## config.mk

```make
export PLATFORM = sky130hd
export DESIGN_NAME = json_value_structure_checker_top
export DESIGN_NICKNAME = d
export VERILOG_FILES = /design/src/rtl/core/jvsc_pkg.sv /design/src/rtl/core/json_value_structure_checker_top.sv
export SDC_FILE = /design/constraint.sdc
export NUM_CORES = 1
export LEC_CHECK = 0
export BUFFER_PORTS_ARGS = -buffer_cell sky130_fd_sc_hd__buf_2
export CAP_MARGIN = 40
export CORE_ASPECT_RATIO = 1.5
export CORE_UTILIZATION = 41
export CTS_BUF_LIST = sky130_fd_sc_hd__clkbuf_8
export DETAILED_ROUTE_END_ITERATION = 8
export PLACE_DENSITY = 0.65
export SETUP_SLACK_MARGIN = 0.5
export SYNTH_ARGS = -nofsm -noshare
export SYNTH_HDL_FRONTEND = slang
export SYNTH_SLANG_ARGS = --single-unit
```

## constraint.sdc

```tcl
create_clock -name clk -period 2.6 [get_ports clk]
set_input_delay 0 -clock clk [delete_from_list [all_inputs] [get_ports clk]]
set_output_delay 0 -clock clk [all_outputs]
set_load 0.005 [all_outputs]
```

## src/rtl/core/jvsc_pkg.sv

```systemverilog
package jvsc_pkg;

	localparam int unsigned MAX_DEPTH_DEF = 255;

	localparam int unsigned PHASE_W = 4;
	localparam int unsigned ERR_W   = 3;
	localparam int unsigned LCH_W   = 2;
	localparam int unsigned LPOS_W  = 3;

	typedef logic [7:0]         byte_t;
	typedef logic [ERR_W-1:0]   err_t;
	typedef logic [LCH_W-1:0]   lit_choice_t;
	typedef logic [LPOS_W-1:0]  lit_pos_t;

	localparam err_t ERR_OK     = 3'd0;
	localparam err_t ERR_EMPTY  = 3'd1;
	localparam err_t ERR_VALUE  = 3'd2;
	localparam err_t ERR_EXTRA  = 3'd3;
	localparam err_t ERR_UNTERM = 3'd4;
	localparam err_t ERR_DEPTH  = 3'd5;

	localparam lit_choice_t LIT_TRUE  = 2'd0;
	localparam lit_choice_t LIT_FALSE = 2'd1;
	localparam lit_choice_t LIT_NULL  = 2'd2;

	localparam byte_t CH_QUOTE   = 8'h22;
	localparam byte_t CH_BSLASH  = 8'h5C;
	localparam byte_t CH_LBRACE  = 8'h7B;
	localparam byte_t CH_RBRACE  = 8'h7D;
	localparam byte_t CH_LBRACK  = 8'h5B;
	localparam byte_t CH_RBRACK  = 8'h5D;
	localparam byte_t CH_MINUS   = 8'h2D;
	localparam byte_t CH_PLUS    = 8'h2B;
	localparam byte_t CH_DOT     = 8'h2E;
	localparam byte_t CH_E_LO    = 8'h65;
	localparam byte_t CH_E_UP    = 8'h45;
	localparam byte_t CH_T       = 8'h74;
	localparam byte_t CH_F       = 8'h66;
	localparam byte_t CH_N       = 8'h6E;
	localparam byte_t CH_NUL     = 8'h00;

	function automatic logic is_ws(input byte_t c);
		return (c == 8'h20) || (c >= 8'h09 && c <= 8'h0D);
	endfunction

	function automatic logic is_digit(input byte_t c);
		return (c >= 8'h30) && (c <= 8'h39);
	endfunction

	// Expected character of a literal at a given position; NUL past its end.
	function automatic byte_t lit_char(input lit_choice_t ch, input lit_pos_t pos);
		byte_t r;
		r = CH_NUL;
		case (ch)
			LIT_TRUE: begin
				case (pos)
					3'd0: r = 8'h74;
					3'd1: r = 8'h72;
					3'd2: r = 8'h75;
					3'd3: r = 8'h65;
					default: r = CH_NUL;
				endcase
			end
			LIT_FALSE: begin
				case (pos)
					3'd0: r = 8'h66;
					3'd1: r = 8'h61;
					3'd2: r = 8'h6C;
					3'd3: r = 8'h73;
					3'd4: r = 8'h65;
					default: r = CH_NUL;
				endcase
			end
			default: begin
				case (pos)
					3'd0: r = 8'h6E;
					3'd1: r = 8'h75;
					3'd2: r = 8'h6C;
					3'd3: r = 8'h6C;
					default: r = CH_NUL;
				endcase
			end
		endcase
		return r;
	endfunction

	function automatic lit_pos_t lit_len(input lit_choice_t ch);
		return (ch == LIT_FALSE) ? 3'd5 : 3'd4;
	endfunction

endpackage

```

## src/rtl/core/json_value_structure_checker_top.sv

```systemverilog
// Checks that a byte stream is one JSON value (string, object, array, literal or
// number, with surrounding whitespace). While in_ready is high, one byte is taken per
// clock with no bubbles; the scan state is a set of registers updated from the accepted
// byte. A transaction with end_of_text set, or a zero byte, closes the document; its verdict
// (is_valid, error_code) is on the output in the next cycle and the scanner restarts on a
// fresh document. Other transactions produce no output. The output register holds
// one verdict; while it is held and out_ready is low, in_ready is low and every
// input transaction stalls, terminator or not. With out_ready high the input never
// stalls. Objects and arrays count only their own bracket kind, up to MAX_DEPTH levels.
module json_value_structure_checker_top
	import jvsc_pkg::*;
#(
	parameter int unsigned MAX_DEPTH = MAX_DEPTH_DEF
) (
	input  logic       clk,
	input  logic       arst_n,
	input  logic       in_valid,
	output logic       in_ready,
	input  logic [7:0] text_byte,
	input  logic       end_of_text,
	output logic       out_valid,
	input  logic       out_ready,
	output logic       is_valid,
	output logic [2:0] error_code
);

	localparam int unsigned DEPTH_W = $clog2(MAX_DEPTH + 1);
	localparam logic [DEPTH_W-1:0] MAX_CNT = DEPTH_W'(MAX_DEPTH);
	localparam logic [DEPTH_W-1:0] CNT_ONE = DEPTH_W'(1);

	localparam logic [PHASE_W-1:0] PH_LEAD     = 4'd0;
	localparam logic [PHASE_W-1:0] PH_STR      = 4'd1;
	localparam logic [PHASE_W-1:0] PH_STR_ESC  = 4'd2;
	localparam logic [PHASE_W-1:0] PH_CONT     = 4'd3;
	localparam logic [PHASE_W-1:0] PH_CSTR     = 4'd4;
	localparam logic [PHASE_W-1:0] PH_CSTR_ESC = 4'd5;
	localparam logic [PHASE_W-1:0] PH_LIT      = 4'd6;
	localparam logic [PHASE_W-1:0] PH_NUM_INT  = 4'd7;
	localparam logic [PHASE_W-1:0] PH_NUM_FRAC = 4'd8;
	localparam logic [PHASE_W-1:0] PH_NUM_EXPS = 4'd9;
	localparam logic [PHASE_W-1:0] PH_NUM_EXP  = 4'd10;
	localparam logic [PHASE_W-1:0] PH_TRAIL    = 4'd11;
	localparam logic [PHASE_W-1:0] PH_ERROR    = 4'd12;

	logic [PHASE_W-1:0] phase_q, phase_d;
	logic               is_array_q, is_array_d;
	logic [DEPTH_W-1:0] depth_q, depth_d;
	lit_choice_t        lit_ch_q, lit_ch_d;
	lit_pos_t           lit_pos_q, lit_pos_d;
	err_t               pend_err_q, pend_err_d;

	logic  out_valid_q;
	logic  is_valid_q;
	err_t  error_code_q;

	logic  in_fire;
	logic  term;
	err_t  final_code;
	byte_t c;
	byte_t open_c;
	byte_t close_c;

	assign in_ready  = !out_valid_q || out_ready;
	assign in_fire   = in_valid && in_ready;
	assign c         = text_byte;
	assign term      = end_of_text || (c == CH_NUL);
	assign open_c    = is_array_q ? CH_LBRACK : CH_LBRACE;
	assign close_c   = is_array_q ? CH_RBRACK : CH_RBRACE;

	always_comb begin
		unique case (phase_q)
			PH_LEAD: final_code = ERR_EMPTY;
			PH_STR, PH_STR_ESC, PH_CONT, PH_CSTR, PH_CSTR_ESC: final_code = ERR_UNTERM;
			PH_LIT: final_code = ERR_VALUE;
			PH_NUM_INT, PH_NUM_FRAC, PH_NUM_EXPS, PH_NUM_EXP, PH_TRAIL: final_code = ERR_OK;
			default: final_code = pend_err_q;
		endcase
	end

	always_comb begin
		phase_d    = phase_q;
		is_array_d = is_array_q;
		depth_d    = depth_q;
		lit_ch_d   = lit_ch_q;
		lit_pos_d  = lit_pos_q;
		pend_err_d = pend_err_q;
		if (term) begin
			phase_d    = PH_LEAD;
			is_array_d = 1'b0;
			depth_d    = '0;
			lit_ch_d   = LIT_TRUE;
			lit_pos_d  = '0;
			pend_err_d = ERR_OK;
		end else begin
			unique case (phase_q)
				PH_LEAD: begin
					if (!is_ws(c)) begin
						if (c == CH_QUOTE) begin
							phase_d = PH_STR;
						end else if (c == CH_LBRACE || c == CH_LBRACK) begin
							is_array_d = (c == CH_LBRACK);
							depth_d    = CNT_ONE;
							phase_d    = PH_CONT;
						end else if (c == CH_T || c == CH_F || c == CH_N) begin
							lit_ch_d  = (c == CH_T) ? LIT_TRUE :
							            (c == CH_F) ? LIT_FALSE : LIT_NULL;
							lit_pos_d = 3'd1;
							phase_d   = PH_LIT;
						end else if (c == CH_MINUS || is_digit(c)) begin
							phase_d = PH_NUM_INT;
						end else begin
							phase_d    = PH_ERROR;
							pend_err_d = ERR_VALUE;
						end
					end
				end
				PH_STR: begin
					if (c == CH_BSLASH)
						phase_d = PH_STR_ESC;
					else if (c == CH_QUOTE)
						phase_d = PH_TRAIL;
				end
				PH_STR_ESC: phase_d = PH_STR;
				PH_CONT: begin
					if (c == CH_QUOTE) begin
						phase_d = PH_CSTR;
					end else if (c == open_c) begin
						if (depth_q >= MAX_CNT) begin
							phase_d    = PH_ERROR;
							pend_err_d = ERR_DEPTH;
						end else begin
							depth_d = depth_q + CNT_ONE;
						end
					end else if (c == close_c) begin
						if (depth_q <= CNT_ONE) begin
							depth_d = '0;
							phase_d = PH_TRAIL;
						end else begin
							depth_d = depth_q - CNT_ONE;
						end
					end
				end
				PH_CSTR: begin
					if (c == CH_BSLASH)
						phase_d = PH_CSTR_ESC;
					else if (c == CH_QUOTE)
						phase_d = PH_CONT;
				end
				PH_CSTR_ESC: phase_d = PH_CSTR;
				PH_LIT: begin
					if (lit_pos_q >= lit_len(lit_ch_q) || c != lit_char(lit_ch_q, lit_pos_q)) begin
						phase_d    = PH_ERROR;
						pend_err_d = ERR_VALUE;
					end else begin
						lit_pos_d = lit_pos_q + 3'd1;
						if (lit_pos_q + 3'd1 >= lit_len(lit_ch_q))
							phase_d = PH_TRAIL;
					end
				end
				PH_NUM_INT, PH_NUM_FRAC, PH_NUM_EXPS, PH_NUM_EXP, PH_TRAIL: begin
					// a byte that cannot continue the number must be whitespace
					if (phase_q == PH_NUM_INT && is_digit(c)) begin
						phase_d = PH_NUM_INT;
					end else if (phase_q == PH_NUM_INT && c == CH_DOT) begin
						phase_d = PH_NUM_FRAC;
					end else if (phase_q == PH_NUM_FRAC && is_digit(c)) begin
						phase_d = PH_NUM_FRAC;
					end else if ((phase_q == PH_NUM_INT || phase_q == PH_NUM_FRAC)
					             && (c == CH_E_LO || c == CH_E_UP)) begin
						phase_d = PH_NUM_EXPS;
					end else if (phase_q == PH_NUM_EXPS
					             && (c == CH_PLUS || c == CH_MINUS || is_digit(c))) begin
						phase_d = PH_NUM_EXP;
					end else if (phase_q == PH_NUM_EXP && is_digit(c)) begin
						phase_d = PH_NUM_EXP;
					end else if (is_ws(c)) begin
						phase_d = PH_TRAIL;
					end else begin
						phase_d    = PH_ERROR;
						pend_err_d = ERR_EXTRA;
					end
				end
				default: phase_d = PH_ERROR;
			endcase
		end
	end

	always_ff @(posedge clk or negedge arst_n) begin
		if (!arst_n) begin
			phase_q    <= PH_LEAD;
			is_array_q <= 1'b0;
			depth_q    <= '0;
			lit_ch_q   <= LIT_TRUE;
			lit_pos_q  <= '0;
			pend_err_q <= ERR_OK;
		end else if (in_fire) begin
			phase_q    <= phase_d;
			is_array_q <= is_array_d;
			depth_q    <= depth_d;
			lit_ch_q   <= lit_ch_d;
			lit_pos_q  <= lit_pos_d;
			pend_err_q <= pend_err_d;
		end
	end

	always_ff @(posedge clk or negedge arst_n) begin
		if (!arst_n) begin
			out_valid_q <= 1'b0;
		end else if (in_fire && term) begin
			out_valid_q <= 1'b1;
		end else if (out_ready) begin
			out_valid_q <= 1'b0;
		end
	end

	// verdict payload, loaded with the terminator transaction
	always_ff @(posedge clk) begin
		if (in_fire && term) begin
			is_valid_q   <= (final_code == ERR_OK);
			error_code_q <= final_code;
		end
	end

	assign out_valid  = out_valid_q;
	assign is_valid   = is_valid_q;
	assign error_code = error_code_q;

	a_verdict_consistent: assert property (@(posedge clk) disable iff (!arst_n)
		out_valid |-> (is_valid == (error_code == ERR_OK)) && (error_code <= ERR_DEPTH))
		else $error("verdict flag disagrees with error code");

	a_error_latched: assert property (@(posedge clk) disable iff (!arst_n)
		(phase_q == PH_ERROR) == (pend_err_q != ERR_OK))
		else $error("pending error out of step with error phase");

	a_depth_bound: assert property (@(posedge clk) disable iff (!arst_n)
		depth_q <= MAX_CNT)
		else $error("nesting count beyond maximum depth");

	a_restart: assert property (@(posedge clk) disable iff (!arst_n)
		in_valid && in_ready && (end_of_text || text_byte == CH_NUL)
		|=> out_valid && phase_q == PH_LEAD && depth_q == '0)
		else $error("scanner did not restart after terminator");

endmodule

```

==> results.md, run 1 <==
### Outcome
* result of the run: finished clean

### Final layout
* number of non-filler instances in the completed layout: 477
* Final Net Count: 426
* most frequent standard cell in the layout excluding fill and tap cells: sky130_fd_sc_hd__buf_4
* final design area excluding fillers: 3645 um2
* post-synthesis to final-layout area growth: 29.64%
* most frequent cells in the layout: sky130_fd_sc_hd__buf_4, sky130_fd_sc_hd__nand2_1, sky130_fd_sc_hd__o21ai_0
* fraction of final layout cells with drive strength greater than 1: 0.3441
* antenna diode count: 0

### Global routing
* first-pass GRT wire length: 14670 um
* antenna violations before repair: 0
* final global-route overflow total: 0
* largest net degree at the start of global routing: 23
* total global-route track usage: 0.2599
* via count of the first global-routing pass: 3089

### Floorplan
* placeable core region: 6576 um2
* Die Y-Extent: 103.4 um
* number of top-level design ports: 19
* die area: 7199 um2
* # rows: 36
* initial standard-cell utilization of the core: 0.4275
* width of the die: 69.61 um

### STA
* count of final max-slew check failures: 0
* hold violation count in the final report: 0
* worst setup skew after layout: 10.88 ps
* final count of negative-setup-slack endpoints: 0
* fin crit share: 0.9871
* setup repair after global routing missed its margin: yes
* clock period minus worst slack: 2566 ps
* pin slew with the least headroom to its limit: 655.1 ps
* max_slew headroom: 0.5520
* Max Fclk: 389.7 MHz
* worst-case setup margin in the final layout: 33.62 ps

### Worst setup path
* category of cells accounting for the largest share of critical-path delay: compound AO/OA/AOI/OAI gates
* CP Data Arrival Time: 2750 ps
* Critical Path Max Stage Delay: 470 ps
* endpoint required time on the critical path: 2780 ps
* CP endpoint kind: register
* highest fanout seen on the critical path: 7
* slowest library cell on the worst path: sky130_fd_sc_hd__dfrtp_2
* sum of buffers and inverters on the critical path: 1
* type of element launching the critical path: register
* library cell appearing most often on the critical path: sky130_fd_sc_hd__ha_4
* type of the worst setup path: register to register
* cell chain of the critical path: ha_4 -> ha_4 -> nor2b_4 -> a2111o_1 -> o211a_1 -> a2111oi_4 -> buf_4 -> nand4_4 -> a21oi_4 -> mux2_4

### Power
* share of total power in the clock network: 0.156
* leakage power: 1.426 nW
* part of the power in combinational logic: 0.597
* Pint: 1.345 mW
* fraction of power spent switching nets: 0.4221
* VDD IR max: 317.3 uV
* part of the total power dissipated in sequential elements: 0.248
* power per cell area: 638.7 nW/um2
* Overall Power: 2.328 mW
* switching power total: 0.9827 mW

### Routing
* DRC violation total after the first TritonRoute iteration: 159
* met2 layer wire length in the routed design: 5033 um
* first-pass iteration count of the detailed router: 4
* detailed-route via count: 3037
* total wirelength of the detailed-routed design: 9235 um
* number of nets with antenna violations after detailed routing: 0
* top layer in use: met4
* routed metal-1 wirelength: 3585 um
* vias per std cell: 6.367
* routed length on met3: 235 um
* DRC: 0
* WL per Instance: 19.36 um

### Worst hold path
* Hold WC Path Type: input pin to register

### Clock network
* Clk Tree Root Cell: sky130_fd_sc_hd__clkbuf_8
* maximum number of buffers from clock root to sink: 2
* number of clock sinks: 26
* TritonCTS clock tree: done
* number of clock buffers inserted by TritonCTS: 3
* source-to-sink clock delay at the later pin of the worst-skew pair: 290 ps
* clock-pin transition on the worst setup and hold timing paths: 110 ps
* H-tree depth: 1

### Synth
* sequential cell area fraction in the yosys report: 0.2385
* Post-synth ARST share: 0.8462
* post-synthesis average cell area: 7.942 um2
* largest cells by area after synthesis: sky130_fd_sc_hd__dfrtp_1, sky130_fd_sc_hd__nand2_1, sky130_fd_sc_hd__ha_1
* Synth Net Count: 378
* Primary FF master, synth: sky130_fd_sc_hd__dfrtp_1
* cell accounting for the most synthesized area: sky130_fd_sc_hd__dfrtp_1
* Syn Std Cell Area: 2811 um2
* Gate Count Post-Synth: 354
* number of different library cells in the post-synthesis netlist: 79
* number of flip-flops and latches in the synthesized netlist: 26
* number of enable flip-flop cells after synthesis: 4
* Synthesis Warnings: 0
* area share of the largest cell type after synthesis: 0.1958

### Place
* placed cell count: 458
* instance area after placement: 3209 um2
* Post-DP HPWL: 6812 um
* count of input and output buffers: 18
* worst-case setup slack after placement: -37.28 ps
* weighted congestion at the end of routability-driven global placement: 0.9787

### Job
* reported max-cap violation count: 0

-- metal layers --
metal | up-vias | global-route usage
met5 | - | 0
met4 | 0 | 0.1631
met3 | 34 | 0.01841
met2 | 77 | 0.5176
met1 | 1469 | 0.2626
li1 | 1457 | -
-- what timing repair did --
item | CTS | global route
gates cloned | 1 | 0
gates resized for setup | 42 | 23
pin swaps | 18 | 7
endpoints found under the setup margin | 20 | 20
setup buffers | 11 | 2
hold endpoints to repair | 22 | 0
hold buffers | 1 | 0
-- worst register-to-register path, delay by kind of cell, from the launching register on --
| kind | cells | cell delay (ps) |
|---|---|---|
| buffers and inverters | 1 | 190 |
| flip-flops | 1 | 470 |
| adder cells (fa/ha/maj) | 2 | 390 |
| AO/OA/AOI/OAI | 4 | 850 |
| multiplexers | 1 | 310 |
| AND/OR/NAND/NOR | 2 | 250 |
-- logic make-up after synthesis --
family	share of synthesized area
and+or+nand+nor	0.3013
adders and majority gates	0.04895
DFF	0.2385
buffers and inverters	0.06141
muxes	0.04628
AOI/OAI and AO/OA	0.2817
xor gates and xnor gates	0.02181
-- through the flow --
stage                 util  setup TNS, ps  hold WS [ps]
global route        0.5542         -518.3         110.3
detailed placement  0.4880         -94.72         25.87
global placement    0.4880              0         13.14
finish              0.5542              0         89.83
floorplan                -              0        -295.6
CTS                 0.5396              0         87.87
-- power groups by stage --
stage                     Combinational, mW  Sequential [mW]  Clock, mW
after global routing                   1.49            0.580      0.377
after global placement                 1.18            0.574          0
after detailed placement               1.18            0.576          0
after floorplan                       0.818            0.538          0
after CTS                              1.31            0.569      0.364
final                                  1.39            0.577      0.362
-- cells in the mapped netlist, types with 5 or more instances --
master,n
sky130_fd_sc_hd__o21ai_0,23
sky130_fd_sc_hd__nand2_1,40
sky130_fd_sc_hd__a31oi_1,11
sky130_fd_sc_hd__clkbuf_1,9
sky130_fd_sc_hd__inv_1,17
sky130_fd_sc_hd__a21oi_1,16
sky130_fd_sc_hd__nor2b_1,10
sky130_fd_sc_hd__nand4_1,8
sky130_fd_sc_hd__o211ai_1,6
sky130_fd_sc_hd__ha_1,11
sky130_fd_sc_hd__buf_2,11
sky130_fd_sc_hd__o2111ai_1,5
sky130_fd_sc_hd__nand3_1,20
sky130_fd_sc_hd__nor3_1,12
sky130_fd_sc_hd__mux2i_1,7
sky130_fd_sc_hd__nor2_1,20
sky130_fd_sc_hd__dfrtp_1,22
-- state kept, by name, indices dropped and copies added (netlist names) --
register and cells:
lit_pos_q 3, lit_ch_q 2, is_valid 1, pend_err_q 3
depth_q 8, is_array_q 1, out_valid 1, error_code 3
phase_q 4
-- final timing paths --
check | startpoint | end | slack, ps | cells after the start
worst min-delay path | text_byte[5] | lit_ch_q[0] | 90 | 3
min in group asynchronous | arst_n | phase_q[3] | 220 | 2
worst max register to register | lit_pos_q[1] | lit_pos_q[0] | 30 | 10
worst max-delay path | lit_pos_q[1] | lit_pos_q[0] | 30 | 10
worst min register to register | pend_err_q[1] | pend_err_q[1] | 530 | 1
max in group asynchronous | arst_n | lit_pos_q[1] | 1960 | 2
-- cell type report --
class,instances,area [um2]
Tap cell,76,95.09
Timing Repair Buffer,65,467.9
Multi-Input combinational cell,288,2253
Inverter,18,76.32
Sequential cell,26,680.7
Clock buffer,3,41.29
Clock inverter,1,30.03
Fill cell,631,2932
No activity file was read; power rests on OpenSTA's default activity.
==> run 2, diff against run 1 <==
--- a/config.mk
+++ b/config.mk
@@ -12,6 +12,7 @@
 export CTS_BUF_LIST = sky130_fd_sc_hd__clkbuf_8
 export DETAILED_ROUTE_END_ITERATION = 8
 export PLACE_DENSITY = 0.65
+export RECOVER_POWER = 25
 export SETUP_SLACK_MARGIN = 0.5
 export SYNTH_ARGS = -nofsm -noshare
 export SYNTH_HDL_FRONTEND = slang
==> results.md, run 2 (same netlist as run 1, synthesis figures left out) <==
### Outcome
* result of the run: finished clean

### Global routing
* via count of the first global-routing pass: 3089, unchanged
* antenna violations before repair: 0, unchanged
* final global-route overflow total: 0, unchanged
* first-pass GRT wire length: 14670 um, unchanged
* total global-route track usage: 0.2599, unchanged
* largest net degree at the start of global routing: 23, unchanged

### STA
* worst-case setup margin in the final layout: 34.36 ps, +0.7467 ps
* Total Neg Setup Slack: 0 ps, unchanged
* clock period minus worst slack: 2566 ps, -0.7467 ps
* setup repair after global routing missed its margin: yes
* final count of negative-setup-slack endpoints: 0, unchanged
* Final Hold Slack: 89.83 ps, -0.0005000 ps
* Max Fclk: 389.8 MHz, about the same
* pin slew with the least headroom to its limit: 1374 ps, +719.2 ps
* fin crit share: 0.9868, about the same
* max_slew headroom: 0.08383, -0.4682
* hold violation count in the final report: 0, unchanged
* worst setup skew after layout: 10.88 ps, unchanged
* count of final max-slew check failures: 0, unchanged

### Worst setup path
* R2R depth: 10, unchanged
* FF-to-FF Start: lit_pos_q[1]
* library cell appearing most often on the critical path: sky130_fd_sc_hd__ha_4
* type of the worst setup path: register to register
* CP endpoint kind: register
* cell chain of the critical path: ha_4 -> ha_4 -> nor2b_4 -> a2111o_1 -> o211a_1 -> a2111oi_4 -> buf_4 -> nand4_4 -> a21oi_4 -> mux2_4
* type of element launching the critical path: register
* CP Data Arrival Time: 2750 ps, about the same
* worst setup path startpoint: lit_pos_q[1]
* endpoint required time on the critical path: 2780 ps, about the same
* highest fanout seen on the critical path: 7, unchanged
* Critical Path Max Stage Delay: 470 ps, about the same
* slowest library cell on the worst path: sky130_fd_sc_hd__dfrtp_2

### Floorplan
* initial standard-cell utilization of the core: 0.4275, unchanged
* Die Y-Extent: 103.4 um, unchanged
* placeable core region: 6576 um2, unchanged
* width of the die: 69.61 um, unchanged
* number of top-level design ports: 19, unchanged
* # rows: 36, unchanged
* die area: 7199 um2, unchanged

### Place
* weighted congestion at the end of routability-driven global placement: 0.9787, unchanged
* Post-DP HPWL: 6812 um, unchanged
* placed cell count: 458, unchanged
* worst-case setup slack after placement: -37.28 ps, unchanged
* count of input and output buffers: 18, unchanged
* instance area after placement: 3209 um2, unchanged

### Power
* part of the total power dissipated in sequential elements: 0.248, about the same
* Pint: 1.345 mW, about the same
* power per cell area: 638.8 nW/um2, about the same
* part of the power in combinational logic: 0.597, about the same
* leakage power: 1.423 nW, -0.19%
* VDD IR max: 317.3 uV, about the same
* share of total power in the clock network: 0.156, about the same
* Overall Power: 2.328 mW, about the same
* fraction of power spent switching nets: 0.4222, about the same
* switching power total: 0.9827 mW, about the same

### Clock network
* Clk Tree Root Cell: sky130_fd_sc_hd__clkbuf_8
* number of clock sinks: 26, unchanged
* source-to-sink clock delay at the later pin of the worst-skew pair: 290 ps, about the same
* H-tree depth: 1, unchanged
* TritonCTS clock tree: done
* maximum number of buffers from clock root to sink: 2, unchanged
* number of clock buffers inserted by TritonCTS: 3, unchanged
* clock-pin transition on the worst setup and hold timing paths: 110 ps, about the same

### Routing
* DRC violation total after the first TritonRoute iteration: 159, unchanged
* DRC: 0, unchanged
* vias per std cell: 6.363, about the same
* first-pass iteration count of the detailed router: 4, unchanged
* total wirelength of the detailed-routed design: 9232 um, about the same
* detailed-route via count: 3035, -0.066%
* number of nets with antenna violations after detailed routing: 0, unchanged
* WL per Instance: 19.35 um, about the same

### Final layout
* number of flip-flops in the largest register: 8, unchanged
* post-synthesis to final-layout area growth: 29.59%, about the same
* largest register by flop count: depth_q
* Filler Cells Inserted: 632, +0.16%
* fraction of final layout cells with drive strength greater than 1: 0.3416, -0.002494
* Top Registers: depth_q x8, phase_q x4
* number of non-filler instances in the completed layout: 477, unchanged
* sequential cell area: 680.7 um2, unchanged
* final standard cell utilization of the core: 0.5540, about the same
* most frequent cells in the layout: sky130_fd_sc_hd__buf_4, sky130_fd_sc_hd__nand2_1, sky130_fd_sc_hd__o21ai_0
* most frequent standard cell in the layout excluding fill and tap cells: sky130_fd_sc_hd__buf_4
* antenna diode count: 0, unchanged
* combined area of the multi-input logic cells: 2253 um2, unchanged
* final design area excluding fillers: 3643 um2, about the same
* Final Net Count: 426, unchanged

### Job
* reported max-cap violation count: 0, unchanged

### Worst hold path
* Hold WC Path Type: input pin to register
* hold_sp: text_byte[5]
* count of cells along the worst hold path: 3, unchanged

[run 2: layer usage]
metal	GRT usage	share of wire	wire length, um
met1	0.2626	0.39	3587
met2	0.5176	0.55	5035
met5	0	0	0
met4	0.1631	0.041	381
met3	0.01841	0.025	227
[run 2: final timing paths]
kind                            endpoint  slack [ps]
setup / recovery            lit_pos_q[0]          30
hold / removal               lit_ch_q[0]          90
setup reg to reg            lit_pos_q[0]          30
hold reg to reg            pend_err_q[1]         530
max in group asynchronous   lit_pos_q[1]        1160
min in group asynchronous     phase_q[3]         540
[run 2: area by class of cell]
type                    count  area share
clock buffers               3     0.01133
clock inverters             1    0.008242
inverters                  18     0.02095
multi-input cells         288      0.6185
flip-flops and latches     26      0.1868
well taps                  76     0.02610
repair buffers             65      0.1281
[run 2: power by group through the flow]
| stage | Sequential (mW) | Combinational, mW | Clock, mW |
|---|---|---|---|
| 2_1_floorplan | 0.538 | 0.818 | 0 |
| 3_3_place_gp | 0.574 | 1.18 | 0 |
| 3_5_place_dp | 0.576 | 1.18 | 0 |
| 4_1_cts | 0.569 | 1.31 | 0.364 |
| 5_1_grt | 0.580 | 1.49 | 0.377 |
| 6_report | 0.577 | 1.39 | 0.362 |
[run 2: worst max-delay path: cells and delay by family (launching register included)]
kind / cells / cell delay [ps]
AO/OA/AOI/OAI: 4 / 850
flip-flops: 1 / 470
adder cells (fa/ha/maj): 2 / 380
multiplexers: 1 / 310
AND/OR/NAND/NOR: 2 / 250
buffers and inverters: 1 / 190
[run 2: timing repair]
item / CTS / global route
gates resized for setup: 42 / 23
buffers inserted: 11 / 2
hold buffers: 1 / 0
setup endpoints to repair: 20 / 20
cloned: 1 / 0
pin swaps: 18 / 7
endpoints found under the hold margin: 22 / 0
==> run 3, diff against run 2 <==
--- a/config.mk
+++ b/config.mk
@@ -5,13 +5,15 @@
 export SDC_FILE = /design/constraint.sdc
 export NUM_CORES = 1
 export LEC_CHECK = 0
+export ABC_AREA = 1
 export BUFFER_PORTS_ARGS = -buffer_cell sky130_fd_sc_hd__buf_2
 export CAP_MARGIN = 40
 export CORE_ASPECT_RATIO = 1.5
-export CORE_UTILIZATION = 41
+export CORE_UTILIZATION = 57
 export CTS_BUF_LIST = sky130_fd_sc_hd__clkbuf_8
 export DETAILED_ROUTE_END_ITERATION = 8
-export PLACE_DENSITY = 0.65
+export MAX_ROUTING_LAYER = met4
+export PLACE_DENSITY = 0.84
 export RECOVER_POWER = 25
 export SETUP_SLACK_MARGIN = 0.5
 export SYNTH_ARGS = -nofsm -noshare
==> results.md, run 3 <==
### Power
* part of the total power dissipated in sequential elements: 0.227, -0.021
* Overall Power: 2.608 mW, +12%
* switching power total: 1.284 mW, +31%
* part of the power in combinational logic: 0.640, +0.043
* VDD IR max: 549.6 uV, +73%
* share of total power in the clock network: 0.133, -0.023
* Pint: 1.324 mW, -1.5%
* leakage power: 1.735 nW, +22%
* power per cell area: 740.7 nW/um2, +16%
* fraction of power spent switching nets: 0.4923, +0.07009

### Worst hold path
* Hold WC Path Type: input pin to register
* count of cells along the worst hold path: 4, +1

### STA
* hold violation count in the final report: 0, unchanged
* pin slew with the least headroom to its limit: 1386 ps, +11.40 ps
* Total Neg Setup Slack: 0 ps, unchanged
* final count of negative-setup-slack endpoints: 0, unchanged
* max_slew headroom: 0.07622, -0.007602
* worst setup skew after layout: 5.490 ps, -5.393 ps
* Final Hold Slack: 22.43 ps, -67.40 ps
* fin crit share: 0.8482, -0.1385
* clock period minus worst slack: 2205 ps, -360.2 ps
* count of final max-slew check failures: 0, unchanged
* setup repair after global routing missed its margin: yes
* Max Fclk: 453.4 MHz, +16%

### Synth
* Post-synth ARST share: 0.8462, unchanged
* Synthesis Warnings: 0, unchanged
* number of different library cells in the post-synthesis netlist: 38, -52%
* sequential cell area fraction in the yosys report: 0.2383, about the same
* Primary FF master, synth: sky130_fd_sc_hd__dfrtp_1
* post-synthesis average cell area: 6.026 um2, -24%
* number of enable flip-flop cells after synthesis: 4, unchanged
* library cell with the highest instance count after synthesis: sky130_fd_sc_hd__nand2_1
* largest cells by area after synthesis: sky130_fd_sc_hd__nand2_1, sky130_fd_sc_hd__dfrtp_1, sky130_fd_sc_hd__nor2_1
* Post-synth top cells: sky130_fd_sc_hd__nand2_1, sky130_fd_sc_hd__nor2_1, sky130_fd_sc_hd__inv_1, sky130_fd_sc_hd__nand3_1, sky130_fd_sc_hd__dfrtp_1
* Gate Count Post-Synth: 467, +32%
* cell accounting for the most synthesized area: sky130_fd_sc_hd__nand2_1
* number of flip-flops and latches in the synthesized netlist: 26, unchanged
* Synth Net Count: 491, +30%
* Syn Std Cell Area: 2814 um2, about the same
* area share of the largest cell type after synthesis: 0.2028, +0.006940

### Worst setup path
* R2R depth: 15, +5
* cell chain of the critical path: nor2_4 -> buf_4 -> buf_4 -> nand2_1 -> nor2_1 -> nor2_1 -> buf_4 -> nand4_1 -> nand2_2 -> nor2_4 -> nand3_4 -> nand2_4 -> nand2_4 -> nand2_1 -> nand2_1
* highest fanout seen on the critical path: 4, -3
* type of the worst setup path: register to register
* CP endpoint kind: register
* category of cells accounting for the largest share of critical-path delay: simple AND/OR/NAND/NOR gates
* CP Data Arrival Time: 2380 ps, -370 ps
* slowest library cell on the worst path: sky130_fd_sc_hd__dfrtp_2
* Critical Path Max Stage Delay: 440 ps, -30 ps
* endpoint required time on the critical path: 2780 ps, about the same
* type of element launching the critical path: register
* sum of buffers and inverters on the critical path: 3, +2
* Crit. path cell count: 15, +5

### Global routing
* via count of the first global-routing pass: 2988, -3.3%
* antenna violations before repair: 0, unchanged
* first-pass GRT wire length: 13480 um, -8.1%
* total global-route track usage: 0.3566, +0.09668
* largest net degree at the start of global routing: 23, unchanged
* final global-route overflow total: 0, unchanged

### Clock network
* TritonCTS clock tree: done
* source-to-sink clock delay at the later pin of the worst-skew pair: 280 ps, about the same
* number of clock sinks: 26, unchanged
* number of clock buffers inserted by TritonCTS: 3, unchanged
* H-tree depth: 1, unchanged
* clock-pin transition on the worst setup and hold timing paths: 100 ps, about the same
* maximum number of buffers from clock root to sink: 2, unchanged
* Clk Tree Root Cell: sky130_fd_sc_hd__clkbuf_8

### Routing
* total wirelength of the detailed-routed design: 8939 um, -3.2%
* DRC: 0, unchanged
* number of nets with antenna violations after detailed routing: 0, unchanged
* detailed-route via count: 3264, +7.5%
* WL per Instance: 15.63 um, -19%
* first-pass iteration count of the detailed router: 5, +1
* vias per std cell: 5.706, -10%
* DRC violation total after the first TritonRoute iteration: 221, +39%

### Floorplan
* placeable core region: 4771 um2, -27%
* die area: 5228 um2, -27%
* # rows: 31, -14%
* initial standard-cell utilization of the core: 0.5898, +0.1623
* Die Y-Extent: 88.05 um, -15%
* number of top-level design ports: 19, unchanged
* width of the die: 59.37 um, -15%

### Final layout
* most frequent standard cell in the layout excluding fill and tap cells: sky130_fd_sc_hd__nand2_1
* antenna diode count: 0, unchanged
* fraction of final layout cells with drive strength greater than 1: 0.2628, -0.07880
* Filler Cells Inserted: 395, -38%
* Top Registers: depth_q x8, phase_q x4
* most frequent cells in the layout: sky130_fd_sc_hd__nand2_1, sky130_fd_sc_hd__nor2_1, sky130_fd_sc_hd__inv_1
* Final Net Count: 531, +25%
* largest register by flop count: depth_q
* sequential cell area: 678.2 um2, -0.37%
* combined area of the multi-input logic cells: 2178 um2, -3.3%
* number of flip-flops in the largest register: 8, unchanged
* post-synthesis to final-layout area growth: 25.12%

### Place
* Post-DP HPWL: 6433 um, -5.6%
* weighted congestion at the end of routability-driven global placement: 1.020, +4.3%
* count of input and output buffers: 18, unchanged

### Job
* reported max-cap violation count: 0, unchanged

### Outcome
* result of the run: finished clean

-- run 3: cell type report --
type	instances	area share
Sequential cell	26	0.1926
Clock buffer	3	0.01173
Tap cell	66	0.02345
Clock inverter	1	0.008529
Multi-Input combinational cell	373	0.6187
Timing Repair Buffer	38	0.07072
Inverter	65	0.07427
-- run 3: stage by stage --
| step | instance area [um2] | utilization | instances | setup WS [ps] |
|---|---|---|---|---|
| finish | 3521 | 0.7380 | 572 | 394.6 |
| global route | 3521 | 0.7380 | 572 | 288.0 |
| CTS | 3243 | 0.6798 | 566 | 460.5 |
| detailed placement | 2999 | 0.6286 | 552 | 262.7 |
| global placement | 2999 | 0.6286 | 552 | 377.4 |
| floorplan | 2814 | - | 467 | 606.6 |
-- run 3: metal layers --
layer / GRT usage / up-vias / wire length [um]
li1: - / 1584 / -
met1: 0.3358 / 1483 / 3169
met5: - / - / 0
met2: 0.6476 / 145 / 4732
met3: 0.05908 / 52 / 488
met4: 0.2251 / 0 / 549
-- run 3: logic make-up after synthesis --
family                     Yosys count  synth area share
DFF                                 26            0.2383
adders and majority gates           11           0.04891
xor gates and xnor gates             7           0.02179
buffers and inverters               68           0.09293
AOI/OAI and AO/OA                   50            0.1036
and+or+nand+nor                    305            0.4944
-- run 3: timing repair --
action / CTS / global route
setup endpoints to repair: 10 / 21
pin swaps: 16 / 32
buffers inserted: 9 / 6
gates cloned: 0 / 0
endpoints found under the hold margin: 22 / 0
hold buffers: 1 / 0
gates resized for setup: 27 / 55
-- run 3: power by group through the flow --
stage                     registers (mW)  logic [mW]  clock network (mW)
final                              0.591        1.67               0.348
after global routing               0.601        1.85               0.368
after CTS                          0.586        1.41               0.357
after detailed placement           0.593        1.31                   0
after global placement             0.591        1.28                   0
after floorplan                    0.579       0.996                   0
-- run 3: tightest hold or removal path: cells and delay by family --
kind	cells	cell delay [ps]
buffers and inverters	2	110
AOI/OAI and AO/OA	1	80
and+or+nand+nor	1	70
-- run 3: worst paths after layout --
check                               from            end  slack, ps
max                          lit_ch_q[1]   lit_pos_q[1]        390
min                            out_ready      out_valid         20
max reg2reg                  lit_ch_q[1]   lit_pos_q[1]        390
min reg2reg                pend_err_q[1]  pend_err_q[1]        500
max in group asynchronous         arst_n   lit_pos_q[0]       1140
min in group asynchronous         arst_n    lit_ch_q[0]        550
